$ cat src/sv/svgm_pkg.sv
// Shared types and constants of the stereo voice gain matrix.
package svgm_pkg;

    localparam int CFG_IDX_W  = 2;
    localparam int CFG_DATA_W = 8;

    typedef enum logic [CFG_IDX_W-1:0] {
        REG_MASTER_VOLUME   = 2'd0,
        REG_MASTER_PAN      = 2'd1,
        REG_MASTER_BALANCE  = 2'd2,
        REG_MASTER_SURROUND = 2'd3
    } cfg_idx_t;

    typedef logic        [6:0] mvol_t;
    typedef logic signed [7:0] mpan_t;
    typedef logic        [8:0] vvol_t;
    typedef logic signed [8:0] vpan_t;
    typedef logic signed [9:0] gain_t;
    typedef logic        [7:0] coef_t;
    typedef logic        [6:0] factor_t;
    typedef logic        [8:0] share_t;
    typedef logic       [15:0] prod_t;
    typedef logic signed [17:0] rowsum_t;

    typedef struct packed {
        coef_t m00;
        coef_t m01;
        coef_t m10;
        coef_t m11;
    } matrix_t;

    typedef struct packed {
        share_t share_l;
        share_t share_r;
        logic   invert;
        logic   mute;
    } share_item_t;

    localparam mvol_t   MVOL_FULL    = 7'd64;
    localparam mpan_t   MPAN_LIM     = 8'sd64;
    localparam coef_t   COEF_UNITY   = 8'd64;
    localparam factor_t FACTOR_UNITY = 7'd64;
    localparam vvol_t   VVOL_MAX     = 9'd256;
    localparam vpan_t   VPAN_MAX     = 9'sd128;
    localparam vpan_t   VPAN_MIN     = -9'sd128;
    localparam rowsum_t CLAMP_LIM    = 18'sd65536;
    localparam logic signed [18:0] ROUND_BIAS = 19'sd192;
    localparam gain_t   GAIN_MAX     = 10'sd256;
    localparam gain_t   GAIN_MIN     = -10'sd256;

endpackage

$ cat src/sv/svgm_if.sv
// Channel interfaces: configuration writes, voice items and gain results.
interface svgm_cfg_if;
    logic                                valid;
    logic                                ready;
    logic [svgm_pkg::CFG_IDX_W-1:0]      index;
    logic [svgm_pkg::CFG_DATA_W-1:0]     data;

    modport source (output valid, output index, output data, input ready);
    modport sink   (input valid, input index, input data, output ready);
endinterface

interface svgm_voice_if;
    logic            valid;
    logic            ready;
    svgm_pkg::vvol_t voice_volume;
    svgm_pkg::vpan_t voice_pan;
    logic            voice_surround;
    logic            voice_mute;

    modport source (output valid, output voice_volume, output voice_pan,
                    output voice_surround, output voice_mute, input ready);
    modport sink   (input valid, input voice_volume, input voice_pan,
                    input voice_surround, input voice_mute, output ready);
endinterface

interface svgm_gain_if;
    logic            valid;
    logic            ready;
    svgm_pkg::gain_t gain_left;
    svgm_pkg::gain_t gain_right;
    svgm_pkg::gain_t target_left;
    svgm_pkg::gain_t target_right;

    modport source (output valid, output gain_left, output gain_right,
                    output target_left, output target_right, input ready);
    modport sink   (input valid, input gain_left, input gain_right,
                    input target_left, input target_right, output ready);
endinterface

$ cat src/sv/svgm_cfg.sv
// Master registers and the two-stage build of the 2x2 gain matrix.
module svgm_cfg (
    input  logic              clk,
    input  logic              rst_n,
    svgm_cfg_if.sink          cfg,
    output svgm_pkg::matrix_t matrix,
    output logic              surround
);
    import svgm_pkg::*;

    mvol_t   mvol_reg, mvol_next;
    mpan_t   mpan_reg, mpan_next;
    mpan_t   mbal_reg, mbal_next;
    logic    msur_reg, msur_next;
    mpan_t   wr_s;

    logic signed [8:0] pan_pos, pan_neg, bal_l, bal_r;
    logic [14:0] base_a_prod, base_b_prod;
    coef_t   base_a_reg, base_b_reg;
    factor_t fac_l, fac_r;
    logic [14:0] p00, p01, p10, p11;
    matrix_t matrix_reg;

    assign cfg.ready = 1'b1;
    assign wr_s = mpan_t'(cfg.data);

    always_comb
    begin
        mvol_next = mvol_reg;
        mpan_next = mpan_reg;
        mbal_next = mbal_reg;
        msur_next = msur_reg;
        if (cfg.valid)
        begin
            case (cfg_idx_t'(cfg.index))
                REG_MASTER_VOLUME:
                begin
                    if (cfg.data[6:0] <= MVOL_FULL)
                        mvol_next = cfg.data[6:0];
                end
                REG_MASTER_PAN:
                begin
                    if (wr_s >= -MPAN_LIM && wr_s <= MPAN_LIM)
                        mpan_next = wr_s;
                end
                REG_MASTER_BALANCE:
                begin
                    if (wr_s >= -MPAN_LIM && wr_s <= MPAN_LIM)
                        mbal_next = wr_s;
                end
                REG_MASTER_SURROUND:
                    msur_next = cfg.data[0];
                default:
                    msur_next = msur_reg;
            endcase
        end
    end

    always_ff @(posedge clk or negedge rst_n)
    begin
        if (!rst_n)
        begin
            mvol_reg <= MVOL_FULL;
            mpan_reg <= '0;
            mbal_reg <= '0;
            msur_reg <= 1'b0;
        end
        else
        begin
            mvol_reg <= mvol_next;
            mpan_reg <= mpan_next;
            mbal_reg <= mbal_next;
            msur_reg <= msur_next;
        end
    end

    // Volume split by master pan
    assign pan_pos     = 9'sd64 + 9'(mpan_reg);
    assign pan_neg     = 9'sd64 - 9'(mpan_reg);
    assign base_a_prod = 15'(mvol_reg) * 15'(pan_pos[7:0]);
    assign base_b_prod = 15'(mvol_reg) * 15'(pan_neg[7:0]);

    // Balance attenuates one row only
    assign bal_l = 9'sd64 - 9'(mbal_reg);
    assign bal_r = 9'sd64 + 9'(mbal_reg);
    assign fac_l = (mbal_reg > 8'sd0) ? bal_l[6:0] : FACTOR_UNITY;
    assign fac_r = (mbal_reg < 8'sd0) ? bal_r[6:0] : FACTOR_UNITY;

    assign p00 = 15'(base_a_reg) * 15'(fac_l);
    assign p01 = 15'(base_b_reg) * 15'(fac_l);
    assign p10 = 15'(base_b_reg) * 15'(fac_r);
    assign p11 = 15'(base_a_reg) * 15'(fac_r);

    always_ff @(posedge clk or negedge rst_n)
    begin
        if (!rst_n)
        begin
            base_a_reg <= COEF_UNITY;
            base_b_reg <= COEF_UNITY;
            matrix_reg <= '{m00: COEF_UNITY, m01: COEF_UNITY,
                            m10: COEF_UNITY, m11: COEF_UNITY};
        end
        else
        begin
            base_a_reg     <= base_a_prod[13:6];
            base_b_reg     <= base_b_prod[13:6];
            matrix_reg.m00 <= p00[13:6];
            matrix_reg.m01 <= p01[13:6];
            matrix_reg.m10 <= p10[13:6];
            matrix_reg.m11 <= p11[13:6];
        end
    end

    assign matrix   = matrix_reg;
    assign surround = msur_reg;

endmodule

$ cat src/sv/svgm_front.sv
// Voice front end: saturate volume and pan, then split into left and right shares.
module svgm_front (
    input  logic                  clk,
    input  logic                  rst_n,
    svgm_voice_if.sink            voice,
    input  logic                  surround,
    output logic                  dn_valid,
    output svgm_pkg::share_item_t dn_item,
    input  logic                  dn_ready
);
    import svgm_pkg::*;

    logic  v1_reg, v1_next, v2_reg, v2_next;
    logic  adv1, adv2;
    vvol_t vol_sat, vol1_reg;
    vpan_t pan_sat, pan1_reg;
    logic  inv1_reg, mute1_reg;
    logic signed [9:0] sum_r, sum_l;
    logic [17:0] prod_r, prod_l;
    share_item_t item2_reg;

    assign adv2 = !v2_reg || dn_ready;
    assign adv1 = !v1_reg || adv2;
    assign voice.ready = adv1;

    assign vol_sat = (voice.voice_volume > VVOL_MAX) ? VVOL_MAX : voice.voice_volume;

    always_comb
    begin
        pan_sat = voice.voice_pan;
        if (voice.voice_pan > VPAN_MAX)
            pan_sat = VPAN_MAX;
        else if (voice.voice_pan < VPAN_MIN)
            pan_sat = VPAN_MIN;
    end

    assign sum_r  = 10'sd128 + 10'(pan1_reg);
    assign sum_l  = 10'sd128 - 10'(pan1_reg);
    assign prod_r = 18'(vol1_reg) * 18'(sum_r[8:0]);
    assign prod_l = 18'(vol1_reg) * 18'(sum_l[8:0]);

    assign v1_next = adv1 ? voice.valid : v1_reg;
    assign v2_next = adv2 ? v1_reg : v2_reg;

    always_ff @(posedge clk or negedge rst_n)
    begin
        if (!rst_n)
        begin
            v1_reg <= 1'b0;
            v2_reg <= 1'b0;
        end
        else
        begin
            v1_reg <= v1_next;
            v2_reg <= v2_next;
        end
    end

    always_ff @(posedge clk)
    begin
        if (adv1)
        begin
            vol1_reg  <= vol_sat;
            pan1_reg  <= pan_sat;
            inv1_reg  <= voice.voice_surround ^ surround;
            mute1_reg <= voice.voice_mute;
        end
        if (adv2)
        begin
            item2_reg.share_l <= prod_l[16:8];
            item2_reg.share_r <= prod_r[16:8];
            item2_reg.invert  <= inv1_reg;
            item2_reg.mute    <= mute1_reg;
        end
    end

    assign dn_valid = v2_reg;
    assign dn_item  = item2_reg;

endmodule

$ cat src/sv/svgm_back.sv
// Matrix back end: products, row sums with phase flip, round and clamp, output register.
module svgm_back (
    input  logic                  clk,
    input  logic                  rst_n,
    input  logic                  up_valid,
    input  svgm_pkg::share_item_t up_item,
    output logic                  up_ready,
    input  svgm_pkg::matrix_t     matrix,
    svgm_gain_if.source           gain
);
    import svgm_pkg::*;

    logic    v3_reg, v3_next, v4_reg, v4_next, v5_reg, v5_next;
    logic    adv3, adv4, adv5;
    logic [16:0] q00, q01, q10, q11;
    prod_t   p00_reg, p01_reg, p10_reg, p11_reg;
    logic    inv3_reg, mute3_reg, mute4_reg;
    logic [16:0] row_l, row_r;
    rowsum_t vl_reg, vr_reg;
    gain_t   gl_reg, gr_reg, tl_reg, tr_reg;
    gain_t   gl_next, gr_next;

    function automatic gain_t round_clamp(input rowsum_t v);
        logic signed [18:0] b;
        b = 19'(v) + ROUND_BIAS;
        if (v > CLAMP_LIM)
            return GAIN_MAX;
        else if (v < -CLAMP_LIM)
            return GAIN_MIN;
        return gain_t'(b[17:8]);
    endfunction

    assign adv5 = !v5_reg || gain.ready;
    assign adv4 = !v4_reg || adv5;
    assign adv3 = !v3_reg || adv4;
    assign up_ready = adv3;

    assign q00 = 17'(matrix.m00) * 17'(up_item.share_l);
    assign q01 = 17'(matrix.m01) * 17'(up_item.share_r);
    assign q10 = 17'(matrix.m10) * 17'(up_item.share_l);
    assign q11 = 17'(matrix.m11) * 17'(up_item.share_r);

    assign row_l = 17'(p00_reg) + 17'(p01_reg);
    assign row_r = 17'(p10_reg) + 17'(p11_reg);

    assign gl_next = round_clamp(vl_reg);
    assign gr_next = round_clamp(vr_reg);

    assign v3_next = adv3 ? up_valid : v3_reg;
    assign v4_next = adv4 ? v3_reg : v4_reg;
    assign v5_next = adv5 ? v4_reg : v5_reg;

    always_ff @(posedge clk or negedge rst_n)
    begin
        if (!rst_n)
        begin
            v3_reg <= 1'b0;
            v4_reg <= 1'b0;
            v5_reg <= 1'b0;
        end
        else
        begin
            v3_reg <= v3_next;
            v4_reg <= v4_next;
            v5_reg <= v5_next;
        end
    end

    always_ff @(posedge clk)
    begin
        if (adv3)
        begin
            p00_reg   <= q00[15:0];
            p01_reg   <= q01[15:0];
            p10_reg   <= q10[15:0];
            p11_reg   <= q11[15:0];
            inv3_reg  <= up_item.invert;
            mute3_reg <= up_item.mute;
        end
        if (adv4)
        begin
            vl_reg    <= rowsum_t'(row_l);
            vr_reg    <= inv3_reg ? -rowsum_t'(row_r) : rowsum_t'(row_r);
            mute4_reg <= mute3_reg;
        end
        if (adv5)
        begin
            gl_reg <= gl_next;
            gr_reg <= gr_next;
            tl_reg <= mute4_reg ? '0 : gl_next;
            tr_reg <= mute4_reg ? '0 : gr_next;
        end
    end

    assign gain.valid        = v5_reg;
    assign gain.gain_left    = gl_reg;
    assign gain.gain_right   = gr_reg;
    assign gain.target_left  = tl_reg;
    assign gain.target_right = tr_reg;

endmodule

$ cat src/sv/stereo_voice_gain_matrix.sv
// Top level of the stereo voice gain matrix.
//
// Channels: cfg takes register writes (index 0 master volume, 1 master pan,
// 2 master balance, 3 master surround); its ready is always high and an
// out-of-range value leaves the register unchanged. voice takes one voice item
// per transfer; gain delivers one result per voice, in order.
// Throughput: one voice per cycle while gain.ready is high, through five
// register stages (saturate, share multiply, matrix multiply, row sum, round
// and clamp into the output register). The matrix itself is rebuilt from the
// master registers in two stages, ahead of any voice accepted after a write
// reaching the matrix multiply.
// Reset: master volume 64, pan 0, balance 0, surround off; pipeline empty.
// Stall: when gain.ready is low the output holds, earlier stages fill their
// bubbles, and voice.ready drops only when every stage is occupied.
module stereo_voice_gain_matrix (
    input  logic        clk,
    input  logic        rst_n,
    svgm_cfg_if.sink    cfg,
    svgm_voice_if.sink  voice,
    svgm_gain_if.source gain
);
    import svgm_pkg::*;

    matrix_t     matrix;
    logic        surround;
    logic        mid_valid;
    logic        mid_ready;
    share_item_t mid_item;

    svgm_cfg u_cfg (
        .clk      (clk),
        .rst_n    (rst_n),
        .cfg      (cfg),
        .matrix   (matrix),
        .surround (surround)
    );

    svgm_front u_front (
        .clk      (clk),
        .rst_n    (rst_n),
        .voice    (voice),
        .surround (surround),
        .dn_valid (mid_valid),
        .dn_item  (mid_item),
        .dn_ready (mid_ready)
    );

    svgm_back u_back (
        .clk      (clk),
        .rst_n    (rst_n),
        .up_valid (mid_valid),
        .up_item  (mid_item),
        .up_ready (mid_ready),
        .matrix   (matrix),
        .gain     (gain)
    );

endmodule

$ cat src/flat_wrapper.sv
// flat-port wrapper written by rule: the top's interface ports become plain ports
module stereo_voice_gain_matrix_flat import svgm_pkg::*;
  (clk, rst_n, cfg_valid, cfg_index, cfg_data, cfg_ready, voice_valid, voice_voice_volume, voice_voice_pan, voice_voice_surround, voice_voice_mute, voice_ready, gain_valid, gain_gain_left, gain_gain_right, gain_target_left, gain_target_right, gain_ready);
  svgm_cfg_if cfg_i ();
  svgm_voice_if voice_i ();
  svgm_gain_if gain_i ();
  input  logic clk;
  input  logic rst_n;
  input wire logic [$bits(cfg_i.valid)-1:0] cfg_valid;
  input wire logic [$bits(cfg_i.index)-1:0] cfg_index;
  input wire logic [$bits(cfg_i.data)-1:0] cfg_data;
  output wire logic [$bits(cfg_i.ready)-1:0] cfg_ready;
  input wire logic [$bits(voice_i.valid)-1:0] voice_valid;
  input wire logic [$bits(voice_i.voice_volume)-1:0] voice_voice_volume;
  input wire logic [$bits(voice_i.voice_pan)-1:0] voice_voice_pan;
  input wire logic [$bits(voice_i.voice_surround)-1:0] voice_voice_surround;
  input wire logic [$bits(voice_i.voice_mute)-1:0] voice_voice_mute;
  output wire logic [$bits(voice_i.ready)-1:0] voice_ready;
  output wire logic [$bits(gain_i.valid)-1:0] gain_valid;
  output wire logic [$bits(gain_i.gain_left)-1:0] gain_gain_left;
  output wire logic [$bits(gain_i.gain_right)-1:0] gain_gain_right;
  output wire logic [$bits(gain_i.target_left)-1:0] gain_target_left;
  output wire logic [$bits(gain_i.target_right)-1:0] gain_target_right;
  input wire logic [$bits(gain_i.ready)-1:0] gain_ready;
  assign cfg_i.valid = cfg_valid;
  assign cfg_i.index = cfg_index;
  assign cfg_i.data = cfg_data;
  assign cfg_ready = cfg_i.ready;
  assign voice_i.valid = voice_valid;
  assign voice_i.voice_volume = voice_voice_volume;
  assign voice_i.voice_pan = voice_voice_pan;
  assign voice_i.voice_surround = voice_voice_surround;
  assign voice_i.voice_mute = voice_voice_mute;
  assign voice_ready = voice_i.ready;
  assign gain_valid = gain_i.valid;
  assign gain_gain_left = gain_i.gain_left;
  assign gain_gain_right = gain_i.gain_right;
  assign gain_target_left = gain_i.target_left;
  assign gain_target_right = gain_i.target_right;
  assign gain_i.ready = gain_ready;
  stereo_voice_gain_matrix u_core (.clk(clk), .rst_n(rst_n), .cfg(cfg_i), .voice(voice_i), .gain(gain_i));
endmodule
$ cat config.mk
export PLATFORM = sky130hd
export DESIGN_NAME = stereo_voice_gain_matrix_flat
export DESIGN_NICKNAME = d
export VERILOG_FILES = /design/src/sv/svgm_pkg.sv /design/src/sv/svgm_if.sv /design/src/sv/svgm_cfg.sv /design/src/sv/svgm_front.sv /design/src/sv/svgm_back.sv /design/src/sv/stereo_voice_gain_matrix.sv /design/src/flat_wrapper.sv
export SDC_FILE = /design/constraint.sdc
export NUM_CORES = 2
export LEC_CHECK = 0
export BUFFER_PORTS_ARGS = -buffer_cell sky130_fd_sc_hd__clkbuf_2
export CORE_MARGIN = 2
export CORE_UTILIZATION = 35
export DETAILED_ROUTE_END_ITERATION = 8
export GPL_TIMING_DRIVEN = 1
export SETUP_SLACK_MARGIN = 0.4
export SLEW_MARGIN = 10
export SYNTH_ARGS = -nofsm -noshare
export SYNTH_HDL_FRONTEND = slang
export SYNTH_HIERARCHICAL = 1
export SYNTH_SLANG_ARGS = --single-unit
$ cat constraint.sdc
create_clock -name clk -period 8.8 [get_ports clk]
set_input_delay 0.44 -clock clk [delete_from_list [all_inputs] [get_ports clk]]
set_output_delay 0.44 -clock clk [all_outputs]
set_load 0.02 [all_outputs]
==> run metrics <==
Worst path slowest cell=dfrtp_1; Multi-input gate area=24000 µm²; fillcell total=9714; Worst setup SP type=flop; H-Tree Depth=2; Post-synth EDFFs=182; GPL Wtd Cong=0.847; root buffer cell=clkbuf_16; Slew Viols, Final=0; CP required=9.27 ns; Max-slew headroom=0.392; YS warnings=6; Clock Latency Late Sink=0.57 ns; Critical Path, Cell by Cell=inv_1 > ha_1 > nor4b_4 > a21oi_1 > nand2_1 > nand2_1 > fa_1 > fa_1 > inv_1 > fa_1 > inv_1 > fa_1 > inv_1 > ha_1 > a21oi_1 > nand2_1 > a21oi_1 > nor2_1 > a221oi_2 > xnor2_1; Resized cells post-CTS=0; drt wl/cell=14.8 µm; CTS Buf Count=34; share of post-route cells with drive strength above 1=0.0580; max-cap violation count=0; RSZ-0062 raised after global routing=no; P&R area growth vs syn=7.94%; Chip Height=316 µm; number of remaining DRC errors=0; 1st-pass router iterations=4; final antenna-violating net count=0; synthesized cell area=34100 µm²; core area=96700 µm²; crit-path max FO=21; Hold Path Class=input pin to flop; fin crit share=0.667; Clk pin slew, worst setup/hold paths=0.06 ns; number of port buffers=76; Ports=78; antenna violations before repair=0; Initial Utilization=0.353; dpl ws=2.98 ns; CTS Buffer Depth=3; CTS sink count=259; nets=4398; critical path type=flop to flop; fin crit period=5.87 ns; fmax=170 MHz; vias in the first global route=23335; Synth async-reset ratio=0.297; Commonest cells post-synth=inv_1, and2_1, fa_1; Syn Inst Count=3509; final setup fails=0; Yosys cell types=84; Seq cells post-synth=259; CTS tree=yes; routed wire length=71600 µm; CP endpoint kind=flop; largest cells by area after synthesis=fa_1, edfxtp_1, ha_1, and2_1, inv_1; Worst Path Buf+Inv=4; die width=316 µm; dpl hpwl=56400 µm; first-pass GRT wire length=120000 µm; 1st-iter DRT viols=1024; Hold Fails Final Rpt=0; Sum Neg Setup Slack=0 ns; Arr. time, crit path=6.34 ns; Worst path max stage delay=0.68 ns; delay-heaviest family, CP=adder cells; worst clock skew=0.0282 ns; Tot GR Track Use=0.148; run status=finished, final reports clean; max reg flops=32; via count=22694; area leader, netlist=fa_1; Mapped Avg Cell Area=9.72 µm²; post-synthesis sequential area ratio=0.217; FF/Latch Area=7400 µm²; total die area=100000 µm²; Synth top area share=0.249; Finished Layout Cells=4826; ys flop type=edfxtp_1; grt total ovfl=0; PnR worst setup slack=2.93 ns; Rows=114; placed insts=4764; Vias per Instance=4.70; Antenna diodes=0; top-count cell post-synth=inv_1; Least-Margin Pin Slew=0.913 ns; largest net degree at the start of global routing=70
-- cells in the final DEF (no fill, tap or decap), types with 6 or more instances in the layout --
| cell type | netlist | routed |
|---|---|---|
| nand4_1 | 14 | 14 |
| o211ai_1 | 8 | 8 |
| a21boi_0 | 13 | 13 |
| edfxtp_1 | 182 | 182 |
| and2_1 | 442 | 442 |
| clkbuf_16 | 0 | 35 |
| and3_1 | 46 | 46 |
| nand2b_1 | 26 | 25 |
| nor4_1 | 14 | 14 |
| a21oi_1 | 82 | 82 |
| nand3b_1 | 6 | 6 |
| mux2_2 | 21 | 21 |
| fa_1 | 424 | 424 |
| nand2_1 | 343 | 343 |
| xor2_1 | 50 | 50 |
| o21ai_0 | 57 | 57 |
| nand3_1 | 27 | 27 |
| a21o_1 | 31 | 31 |
| o21bai_1 | 12 | 12 |
| ha_1 | 414 | 414 |
| buf_4 | 3 | 10 |
| a31oi_1 | 14 | 14 |
| o2111ai_1 | 6 | 6 |
| inv_1 | 618 | 618 |
| o31ai_1 | 10 | 10 |
| or2_2 | 11 | 11 |
| nor3_1 | 54 | 53 |
| clkbuf_2 | 1 | 75 |
| dfstp_2 | 7 | 7 |
| nor2_1 | 98 | 98 |
| a211oi_1 | 10 | 10 |
| o21a_1 | 8 | 8 |
| nor2b_1 | 38 | 38 |
| xnor2_1 | 169 | 169 |
| dfrtp_1 | 70 | 70 |
-- through the flow --
stage               utilization  hold slack [ns]  area [µm²]
detailed placement        0.369            0.406       35700
CTS                       0.381           0.0524       36800
global placement          0.369            0.405       35700
finish                    0.381           0.0766       36800
global route              0.381           0.0543       36800
floorplan                     -            0.144       34100
-- what timing repair did --
item | in CTS | in global routing
buffers inserted | 0 | 0
hold endpoints to repair | 29 | 0
hold buffers | 1 | 0
-- metal layers --
layer,GRT usage,up-vias,routed length [µm]
met5,0,-,0
met4,0.0361,0,1660
met3,0.0199,88,2560
met2,0.243,340,32400
li1,-,11171,-
met1,0.206,11095,34900
-- final timing paths --
check	startpoint	to	slack [ns]	cells past startpoint
min in group asynchronous	rst_n	u_core/u_cfg/mpan_reg[2]$_DFFE_PN0P_	0.38	2
max in group asynchronous	rst_n	u_core/u_back/gain.valid$_DFFE_PN0P_	7.37	3
hold / removal	voice_voice_mute	u_core/u_front/mute1_reg$_DFFE_PP_	0.08	1
setup reg to reg	u_core/u_cfg/mbal_reg[0]$_DFFE_PN0P_	u_core/u_cfg/matrix[31]$_DFF_PN0_	2.93	20
hold reg to reg	u_core/u_back/mute3_reg$_DFFE_PP_	u_core/u_back/mute4_reg$_DFFE_PP_	0.42	0
setup / recovery	u_core/u_cfg/mbal_reg[0]$_DFFE_PN0P_	u_core/u_cfg/matrix[31]$_DFF_PN0_	2.93	20
-- cells by family after synthesis --
kind of cell             share of synthesized area
AND/OR/NAND/NOR                              0.177
other                                     0.000220
XOR/XNOR                                    0.0567
buffers and inverters                       0.0811
adder cells (fa/ha/maj)                      0.401
multiplexers                               0.00752
AO/OA/AOI/OAI                               0.0596
flip-flops                                   0.217
-- layout make-up --
type | count | area share
clock buffer | 41 | 0.0247
inverter | 618 | 0.0630
sequential | 259 | 0.201
tap | 1276 | 0.0434
clock inverter | 20 | 0.00459
multi-input combinational | 2526 | 0.651
timing repair buffer | 86 | 0.0125
Power is not shown: default switching activity piles up to over one toggle a cycle in this logic, so the estimate is an artifact.
